[config.mk]
export PLATFORM = sky130hd
export DESIGN_NAME = space_vector_pwm_duty_core
export DESIGN_NICKNAME = d
export VERILOG_FILES = /design/src/design/svpwm_pkg.sv /design/src/design/svpwm_fifo.sv /design/src/design/svpwm_front.sv /design/src/design/svpwm_back.sv /design/src/design/space_vector_pwm_duty_core.sv
export VERILOG_INCLUDE_DIRS = /design/src /design/src/design
export SDC_FILE = /design/constraint.sdc
export NUM_CORES = 2
export LEC_CHECK = 0
export BUFFER_PORTS_ARGS = -buffer_cell sky130_fd_sc_hd__buf_2
export CAP_MARGIN = 10
export CORE_MARGIN = 2
export CORE_UTILIZATION = 60
export DETAILED_ROUTE_END_ITERATION = 10
export HOLD_SLACK_MARGIN = 0.06
export MAX_ROUTING_LAYER = met4
export PLACE_DENSITY_LB_ADDON = 0.15
export SLEW_MARGIN = 40
export SYNTH_ARGS = -nofsm -noshare
export SYNTH_HDL_FRONTEND = slang
export SYNTH_SLANG_ARGS = --single-unit
[constraint.sdc]
create_clock -name clk -period 14.21 [get_ports clk]
set_input_delay 2.842 -clock clk [delete_from_list [all_inputs] [get_ports clk]]
set_output_delay 2.842 -clock clk [all_outputs]
set_load 0.02 [all_outputs]
[src/design/space_vector_pwm_duty_core_assert.svh]
// Assertion macros shared by the FIFO and back-end design files.
`ifndef SPACE_VECTOR_PWM_DUTY_CORE_ASSERT_SVH
`define SPACE_VECTOR_PWM_DUTY_CORE_ASSERT_SVH

`ifndef SYNTHESIS

`define SVPWM_ASSERT(lbl, prop) \
    lbl: assert property (@(posedge clk) disable iff (!rst_n) prop) \
        else $error("svpwm assertion failed");

`define SVPWM_ASSERT_ALWAYS(lbl, prop) \
    lbl: assert property (@(posedge clk) prop) \
        else $error("svpwm assertion failed");

`else

`define SVPWM_ASSERT(lbl, prop)

`define SVPWM_ASSERT_ALWAYS(lbl, prop)

`endif

`endif

[src/design/svpwm_pkg.sv]
package svpwm_pkg;

    localparam int T_W = 36;

    localparam logic [2:0] SEC_1 = 3'd1;
    localparam logic [2:0] SEC_2 = 3'd2;
    localparam logic [2:0] SEC_3 = 3'd3;
    localparam logic [2:0] SEC_4 = 3'd4;
    localparam logic [2:0] SEC_5 = 3'd5;
    localparam logic [2:0] SEC_6 = 3'd6;

    // round(2^16/sqrt3) and round(2^17/sqrt3)
    localparam logic signed [16:0] INV_SQRT3_Q16     = 17'sd37837;
    localparam logic signed [17:0] TWO_INV_SQRT3_Q16 = 18'sd75674;

    localparam logic signed [T_W-1:0] ONE_Q31    = 36'sh0_8000_0000;
    localparam logic signed [T_W-1:0] ONE_Q32    = 36'sh1_0000_0000;
    localparam logic        [T_W-1:0] ROUND_HALF = 36'h0_0000_8000;
    localparam logic        [16:0]    DUTY_ONE   = 17'h1_0000;

    typedef logic [2:0] sector_t;

    typedef struct packed {
        sector_t            sector;
        logic signed [15:0] alpha;
        logic signed [32:0] b1;
        logic signed [33:0] b2;
    } mid_item_t;

    typedef struct packed {
        logic [16:0] duty_a;
        logic [16:0] duty_b;
        logic [16:0] duty_c;
        sector_t     sector;
        logic        in_range;
    } out_item_t;

endpackage

[src/design/svpwm_fifo.sv]
`include "space_vector_pwm_duty_core_assert.svh"

module svpwm_fifo #(
    parameter int unsigned WIDTH = 8,
    parameter int unsigned DEPTH = 4
) (
    input  logic             clk,
    input  logic             rst_n,
    input  logic             push,
    output logic             full,
    input  logic [WIDTH-1:0] wdata,
    input  logic             pop,
    output logic             empty,
    output logic [WIDTH-1:0] rdata
);
    localparam int unsigned PTR_W = (DEPTH > 1) ? $clog2(DEPTH) : 1;
    localparam int unsigned CNT_W = $clog2(DEPTH + 1);

    logic [WIDTH-1:0] mem_reg [DEPTH];
    logic [PTR_W-1:0] wr_ptr_reg, wr_ptr_next;
    logic [PTR_W-1:0] rd_ptr_reg, rd_ptr_next;
    logic [CNT_W-1:0] count_reg, count_next;
    logic             do_push, do_pop;

    assign full    = (count_reg == CNT_W'(DEPTH));
    assign empty   = (count_reg == '0);
    assign do_push = push && !full;
    assign do_pop  = pop && !empty;
    assign rdata   = mem_reg[rd_ptr_reg];

    always_comb
    begin
        wr_ptr_next = wr_ptr_reg;
        rd_ptr_next = rd_ptr_reg;
        count_next  = count_reg;
        if (do_push)
        begin
            wr_ptr_next = (wr_ptr_reg == PTR_W'(DEPTH - 1)) ? '0 : wr_ptr_reg + 1'b1;
        end
        if (do_pop)
        begin
            rd_ptr_next = (rd_ptr_reg == PTR_W'(DEPTH - 1)) ? '0 : rd_ptr_reg + 1'b1;
        end
        if (do_push && !do_pop)
        begin
            count_next = count_reg + 1'b1;
        end
        else if (do_pop && !do_push)
        begin
            count_next = count_reg - 1'b1;
        end
    end

    always_ff @(posedge clk or negedge rst_n)
    begin
        if (!rst_n)
        begin
            wr_ptr_reg <= '0;
            rd_ptr_reg <= '0;
            count_reg  <= '0;
        end
        else
        begin
            wr_ptr_reg <= wr_ptr_next;
            rd_ptr_reg <= rd_ptr_next;
            count_reg  <= count_next;
        end
    end

    always_ff @(posedge clk)
    begin
        if (do_push)
        begin
            mem_reg[wr_ptr_reg] <= wdata;
        end
    end

    `SVPWM_ASSERT_ALWAYS(a_fifo_reset_empty, !rst_n |=> empty)
    `SVPWM_ASSERT(a_fifo_not_full_and_empty, !(full && empty))
    `SVPWM_ASSERT(a_fifo_count_max, count_reg <= CNT_W'(DEPTH))
    `SVPWM_ASSERT(a_fifo_pop_drains, (do_pop && !do_push) |=> count_reg == $past(count_reg) - 1'b1)

endmodule

[src/design/svpwm_front.sv]
module svpwm_front (
    input  logic                  clk,
    input  logic                  rst_n,
    input  logic                  push,
    output logic                  full,
    input  logic signed [15:0]    vec_alpha,
    input  logic signed [15:0]    vec_beta,
    output logic                  q_push,
    input  logic                  q_full,
    output svpwm_pkg::mid_item_t  q_item
);
    import svpwm_pkg::*;

    logic               valid_reg, valid_next;
    logic               advance;
    logic signed [15:0] alpha_reg;
    logic signed [32:0] b1_reg;
    logic signed [33:0] b2_reg;
    logic signed [32:0] b1_prod;
    logic signed [33:0] b2_prod;
    logic signed [33:0] a_cmp;
    logic signed [33:0] b1_cmp;
    logic signed [33:0] nb1_cmp;
    sector_t            sector_sel;

    // beta/sqrt3 and 2*beta/sqrt3 in Q.16 scale of alpha
    assign b1_prod = 33'(vec_beta) * 33'(INV_SQRT3_Q16);
    assign b2_prod = 34'(vec_beta) * 34'(TWO_INV_SQRT3_Q16);

    assign advance    = !valid_reg || !q_full;
    assign full       = !advance;
    assign valid_next = advance ? push : valid_reg;

    always_ff @(posedge clk or negedge rst_n)
    begin
        if (!rst_n)
        begin
            valid_reg <= 1'b0;
        end
        else
        begin
            valid_reg <= valid_next;
        end
    end

    always_ff @(posedge clk)
    begin
        if (advance && push)
        begin
            alpha_reg <= vec_alpha;
            b1_reg    <= b1_prod;
            b2_reg    <= b2_prod;
        end
    end

    assign a_cmp   = $signed({{2{alpha_reg[15]}}, alpha_reg, 16'h0000});
    assign b1_cmp  = $signed({b1_reg[32], b1_reg});
    assign nb1_cmp = -b1_cmp;

    // Ties fall to the lower sector in the upper half, to 5 and 6 in the lower half
    always_comb
    begin
        if (!b1_reg[32])
        begin
            if (!alpha_reg[15])
            begin
                sector_sel = (b1_cmp > a_cmp) ? SEC_2 : SEC_1;
            end
            else
            begin
                sector_sel = (nb1_cmp > a_cmp) ? SEC_3 : SEC_2;
            end
        end
        else
        begin
            if (!alpha_reg[15])
            begin
                sector_sel = (nb1_cmp > a_cmp) ? SEC_5 : SEC_6;
            end
            else
            begin
                sector_sel = (b1_cmp > a_cmp) ? SEC_4 : SEC_5;
            end
        end
    end

    assign q_push        = valid_reg && !q_full;
    assign q_item.sector = sector_sel;
    assign q_item.alpha  = alpha_reg;
    assign q_item.b1     = b1_reg;
    assign q_item.b2     = b2_reg;

endmodule

[src/design/svpwm_back.sv]
`include "space_vector_pwm_duty_core_assert.svh"

module svpwm_back (
    input  logic                  clk,
    input  logic                  rst_n,
    input  logic                  q_empty,
    output logic                  q_pop,
    input  svpwm_pkg::mid_item_t  q_item,
    input  logic                  out_full,
    output logic                  out_push,
    output svpwm_pkg::out_item_t  out_item
);
    import svpwm_pkg::*;

    logic                 en;
    logic                 s1_valid_reg, s1_valid_next;
    logic                 s2_valid_reg, s2_valid_next;
    sector_t              s1_sector_reg, s2_sector_reg;
    logic signed [T_W-1:0] s1_p_reg, s1_q_reg;
    logic signed [T_W-1:0] p_calc, q_calc;
    logic signed [T_W-1:0] a_w, b1_w, b2_w;
    logic signed [T_W-1:0] lo_sum, pmq_sum, mpq_sum, hi_sum;
    logic signed [T_W-1:0] ta_calc, tb_calc, tc_calc;
    logic signed [T_W-1:0] ta_reg, tb_reg, tc_reg;
    logic [17:0]          ca, cb, cc;

    function automatic logic [17:0] clamp_duty(input logic signed [T_W-1:0] x);
        logic [T_W-1:0] r;
        r = $unsigned(x) + ROUND_HALF;
        if (x[T_W-1])
        begin
            return {1'b0, 17'h0_0000};
        end
        else if (x > ONE_Q32)
        begin
            return {1'b0, DUTY_ONE};
        end
        return {1'b1, r[32:16]};
    endfunction

    // Whole back end holds while the result queue is full
    assign en            = !out_full;
    assign q_pop         = en && !q_empty;
    assign s1_valid_next = en ? q_pop : s1_valid_reg;
    assign s2_valid_next = en ? s1_valid_reg : s2_valid_reg;
    assign out_push      = en && s2_valid_reg;

    assign a_w  = $signed({{4{q_item.alpha[15]}}, q_item.alpha, 16'h0000});
    assign b1_w = $signed({{3{q_item.b1[32]}}, q_item.b1});
    assign b2_w = $signed({{2{q_item.b2[33]}}, q_item.b2});

    // Active-vector times of the two adjacent vectors
    always_comb
    begin
        case (q_item.sector)
            SEC_1:
            begin
                p_calc = a_w - b1_w;
                q_calc = b2_w;
            end
            SEC_2:
            begin
                p_calc = a_w + b1_w;
                q_calc = b1_w - a_w;
            end
            SEC_3:
            begin
                p_calc = b2_w;
                q_calc = -a_w - b1_w;
            end
            SEC_4:
            begin
                p_calc = b1_w - a_w;
                q_calc = -b2_w;
            end
            SEC_5:
            begin
                p_calc = -a_w - b1_w;
                q_calc = a_w - b1_w;
            end
            default:
            begin
                p_calc = -b2_w;
                q_calc = a_w + b1_w;
            end
        endcase
    end

    // Each duty is one of four sums; route them per sector
    assign lo_sum  = ONE_Q31 - s1_p_reg - s1_q_reg;
    assign pmq_sum = ONE_Q31 + s1_p_reg - s1_q_reg;
    assign mpq_sum = ONE_Q31 - s1_p_reg + s1_q_reg;
    assign hi_sum  = ONE_Q31 + s1_p_reg + s1_q_reg;

    always_comb
    begin
        case (s1_sector_reg)
            SEC_1:
            begin
                ta_calc = lo_sum;
                tb_calc = pmq_sum;
                tc_calc = hi_sum;
            end
            SEC_2:
            begin
                ta_calc = mpq_sum;
                tb_calc = lo_sum;
                tc_calc = hi_sum;
            end
            SEC_3:
            begin
                ta_calc = hi_sum;
                tb_calc = lo_sum;
                tc_calc = pmq_sum;
            end
            SEC_4:
            begin
                ta_calc = hi_sum;
                tb_calc = mpq_sum;
                tc_calc = lo_sum;
            end
            SEC_5:
            begin
                ta_calc = pmq_sum;
                tb_calc = hi_sum;
                tc_calc = lo_sum;
            end
            default:
            begin
                ta_calc = lo_sum;
                tb_calc = hi_sum;
                tc_calc = mpq_sum;
            end
        endcase
    end

    always_ff @(posedge clk or negedge rst_n)
    begin
        if (!rst_n)
        begin
            s1_valid_reg <= 1'b0;
            s2_valid_reg <= 1'b0;
        end
        else
        begin
            s1_valid_reg <= s1_valid_next;
            s2_valid_reg <= s2_valid_next;
        end
    end

    always_ff @(posedge clk)
    begin
        if (q_pop)
        begin
            s1_sector_reg <= q_item.sector;
            s1_p_reg      <= p_calc;
            s1_q_reg      <= q_calc;
        end
        if (en && s1_valid_reg)
        begin
            s2_sector_reg <= s1_sector_reg;
            ta_reg        <= ta_calc;
            tb_reg        <= tb_calc;
            tc_reg        <= tc_calc;
        end
    end

    assign ca = clamp_duty(ta_reg);
    assign cb = clamp_duty(tb_reg);
    assign cc = clamp_duty(tc_reg);

    assign out_item.duty_a   = ca[16:0];
    assign out_item.duty_b   = cb[16:0];
    assign out_item.duty_c   = cc[16:0];
    assign out_item.sector   = s2_sector_reg;
    assign out_item.in_range = ca[17] && cb[17] && cc[17];

    `SVPWM_ASSERT(a_back_sector_legal, s2_valid_reg |-> (s2_sector_reg >= SEC_1 && s2_sector_reg <= SEC_6))
    `SVPWM_ASSERT(a_back_s1_to_s2, (en && s1_valid_reg) |=> s2_valid_reg)
    `SVPWM_ASSERT(a_back_clamp_marks, (out_push && !out_item.in_range) |-> (out_item.duty_a == 17'h0_0000 || out_item.duty_a == DUTY_ONE || out_item.duty_b == 17'h0_0000 || out_item.duty_b == DUTY_ONE || out_item.duty_c == 17'h0_0000 || out_item.duty_c == DUTY_ONE))

endmodule

[src/design/space_vector_pwm_duty_core.sv]
// Seven-segment space vector PWM duty core.
// A beat pushed at the input passes the front register, the mid queue, two back stages and the
// result queue before it can be popped. Throughput: one beat per cycle in and out while no
// queue is full; the front multipliers and back adders are pipelined.
// Reset clears the queues and stage valid bits only; no clearing pass is needed.
module space_vector_pwm_duty_core #(
    parameter int unsigned MID_DEPTH = 4,
    parameter int unsigned OUT_DEPTH = 2
) (
    input  logic               clk,
    input  logic               rst_n,
    input  logic               push,
    output logic               full,
    input  logic signed [15:0] vec_alpha,
    input  logic signed [15:0] vec_beta,
    output logic               empty,
    input  logic               pop,
    output logic [16:0]        duty_a,
    output logic [16:0]        duty_b,
    output logic [16:0]        duty_c,
    output logic [2:0]         sector,
    output logic               in_range
);
    import svpwm_pkg::*;

    localparam int unsigned MID_W = $bits(mid_item_t);
    localparam int unsigned OUT_W = $bits(out_item_t);

    logic       mid_push, mid_full, mid_pop, mid_empty;
    mid_item_t  mid_wr, mid_rd;
    logic       res_push, res_full;
    out_item_t  res_wr, res_rd;

    svpwm_front u_front (
        .clk       (clk),
        .rst_n     (rst_n),
        .push      (push),
        .full      (full),
        .vec_alpha (vec_alpha),
        .vec_beta  (vec_beta),
        .q_push    (mid_push),
        .q_full    (mid_full),
        .q_item    (mid_wr)
    );

    svpwm_fifo #(
        .WIDTH (MID_W),
        .DEPTH (MID_DEPTH)
    ) u_mid_q (
        .clk   (clk),
        .rst_n (rst_n),
        .push  (mid_push),
        .full  (mid_full),
        .wdata (mid_wr),
        .pop   (mid_pop),
        .empty (mid_empty),
        .rdata (mid_rd)
    );

    svpwm_back u_back (
        .clk      (clk),
        .rst_n    (rst_n),
        .q_empty  (mid_empty),
        .q_pop    (mid_pop),
        .q_item   (mid_rd),
        .out_full (res_full),
        .out_push (res_push),
        .out_item (res_wr)
    );

    svpwm_fifo #(
        .WIDTH (OUT_W),
        .DEPTH (OUT_DEPTH)
    ) u_res_q (
        .clk   (clk),
        .rst_n (rst_n),
        .push  (res_push),
        .full  (res_full),
        .wdata (res_wr),
        .pop   (pop),
        .empty (empty),
        .rdata (res_rd)
    );

    assign duty_a   = res_rd.duty_a;
    assign duty_b   = res_rd.duty_b;
    assign duty_c   = res_rd.duty_c;
    assign sector   = res_rd.sector;
    assign in_range = res_rd.in_range;

endmodule
==> impl_metrics.tcl <==
set metrics [dict create \
    status "completed" \
    clockBufferDepth 3 \
    relSlewSlack 0.382 \
    endpoint_kind "register" \
    synthCells 4774 \
    regArea_mm2 0.0168 \
    port_buffers 92 \
    multi_input_area_mm2 0.0272 \
    synth-edff-count 547 \
    synth_area_mm2 0.0461 \
    ys_ff_latch 561 \
    first_iter_violations 3806 \
    initial_core_util 0.606 \
    viasPerCell 6.42 \
    cts-htree-levels 2 \
    grt_usage 0.350 \
    synth_flop_cell "edfxtp_1" \
    worstSetupPathType "primary input to register" \
    reg2regPathDepth 14 \
    cts_resized 0 \
    ys_seq_area_frac 0.364 \
    ctsHoldBuffers 0 \
    setup_viol 0 \
    final_common_cell "edfxtp_1" \
    postSynth.asyncResetShare 0.0250 \
    route.vias.total 37360 \
    io_pins 93 \
    overflow 0 \
    critical_path.max_fanout 7 \
    antenna_left 0 \
    syn_area_per_cell_um2 9.66 \
    clock_sinks 561 \
    critPathLaunchType "primary input" \
    grt_pass1_wl_um 207000 \
    fin_nets 5309 \
    instances_no_fill 5820 \
    fillers 6334 \
    finalHoldViolCount 0 \
    cap_violations 0 \
    worstHoldPathCells 0 \
    postCtsSetupBuffers 0 \
    drtPass1Iterations 6 \
    die_w_um 281 \
    clk_latency_ps 650 \
    hold_class "register to register" \
    tightest_slew_ps 921 \
    setup-tns-final_ps 0 \
    coreArea_mm2 0.0761 \
    die_h_um 281 \
    grt_pass1_vias 35247 \
    synth_warnings 0 \
    antenna_found_initial 2 \
    drv_slew 0 \
    dpl.hpwl_um 104000 \
    gp_congestion 1.02 \
    cts_buffers 55 \
    post-place-ws_ps 5280 \
    cts_tree "yes" \
    grt_start_max_net_pins 106 \
    wire_per_inst_um 23.3 \
    min_period_ps 8380 \
    synth_nets 5343 \
    worst_slack_ps 5830 \
    row_count 101 \
    ctsRootBufferMaster "clkbuf_16" \
    largest_register_ffs 204 \
    rsz0062_at_grt "false" \
    clk_pin_slew_ps 60 \
    fmax_mhz 119 \
    drive_gt1_frac 0.0882 \
    clock-skew-final_ps 41.6 \
    min_period_over_period 0.589 \
    layout_common_cells "edfxtp_1 (547), ha_1 (450), a21oi_1 (430)" \
    syn_to_final_growth_pct 6.96 \
    routed_wl_um 135000 \
    critPathRequiredTime_ps 14610 \
    drc 0 \
    synth_cell_types 90 \
    crit_arrival_ps 8770 \
    die_area_mm2 0.0791 \
    placedCellCount 5713 \
]
## worst paths after layout
| kind | start | to | slack (ps) |
|---|---|---|---|
| worst max-delay path | vec_beta[4] | u_front.b1_reg[28] | 5830 |
| worst min-delay path | u_back.s2_sector_reg[0] | u_res_q.mem_reg[1][1] | 450 |
| worst max register to register | u_mid_q.rd_ptr_reg[0] | u_back.s1_q_reg[31] | 7540 |
| worst min register to register | u_back.s2_sector_reg[0] | u_res_q.mem_reg[1][1] | 450 |
| max in group asynchronous | rst_n | u_mid_q.rd_ptr_reg[0] | 11870 |
| min in group asynchronous | rst_n | u_back.s2_valid_reg | 2080 |
## layer usage
metal	GRT usage	wire (um)	vias to the layer above
li1	-	-	17470
met2	0.545	62300	1669
met5	-	0	-
met1	0.445	55000	17870
met4	0.200	9040	0
met3	0.0387	9050	351
## kinds of logic (layout without fill, tap and decap cells)
logic type | after synthesis | count (layout) | share of synthesized area
compound gates | 1350 | 1350 | 0.186
simple gates | 1212 | 1212 | 0.123
buf+inv | 595 | 607 | 0.0487
flops | 561 | 561 | 0.364
fa+ha+maj | 533 | 533 | 0.158
xor+xnor | 351 | 351 | 0.0666
mux | 172 | 172 | 0.0539
other cells | 0 | 4 | 0
## per-stage QoR
step	utilization	cell area [um^2]	hold slack (ps)
floorplan	-	46100	421
global placement	0.623	47400	426
detailed placement	0.624	47500	432
CTS	0.648	49300	453
global route	0.649	49300	476
finish	0.649	49300	453
## cells in the mapped netlist (10+ instances only)
library cell	count	area (um^2)
mux2i_1	47	470
nor2_1	425	1600
a221oi_1	32	280
nand4_1	49	307
a221o_1	11	110
nor3_1	102	510
and3_1	36	225
inv_1	362	1360
xnor2_1	260	2280
mux2_2	71	800
a22oi_1	35	263
or3_1	32	200
a311oi_1	10	87.6
a211o_1	10	87.6
o211ai_1	42	315
a21oi_1	430	2150
or2_2	15	93.8
ha_1	450	5630
nand3_1	90	450
o31ai_1	40	300
o21a_1	35	263
nand2b_1	42	263
a211oi_1	59	443
a21o_1	71	533
clkbuf_1	190	713
o21ai_0	293	1470
or4_1	12	90.1
a21boi_0	10	75.1
dfrtp_1	14	350
o221ai_1	25	219
o21bai_1	58	435
o22ai_1	41	257
mux4_2	54	1220
a31oi_1	30	188
nor4_1	49	307
nor2b_1	38	238
nand2_1	274	1030
and2_1	24	150
buf_1	29	109
xor2_1	91	797
fa_1	83	1660
edfxtp_1	547	16400
## final cells by class
cell class | count | area share
multi-input cells | 3618 | 0.552
well taps | 1030 | 0.0261
clock buffers | 66 | 0.0291
flip-flops and latches | 561 | 0.340
clock inverters | 37 | 0.00811
repair buffers | 135 | 0.0164
inverters | 369 | 0.0281
diodes | 4 | 0.000203
## critical path, cell delays in order
cell and delay (ps):
buf_2 170, fa_1 610, inv_1 70, fa_1 510, inv_1 60, fa_1 530, fa_1 450, fa_1 550
inv_1 50, fa_1 520, inv_1 50, ha_1 350, and3_1 200, o311a_1 120, o2111a_1 290, o311a_1 360
o21ai_0 520, o21ai_0 200, a211oi_1 270, nor2_1 60
Power is not shown: default switching activity piles up to over one toggle a cycle in this logic, so the estimate is an artifact.
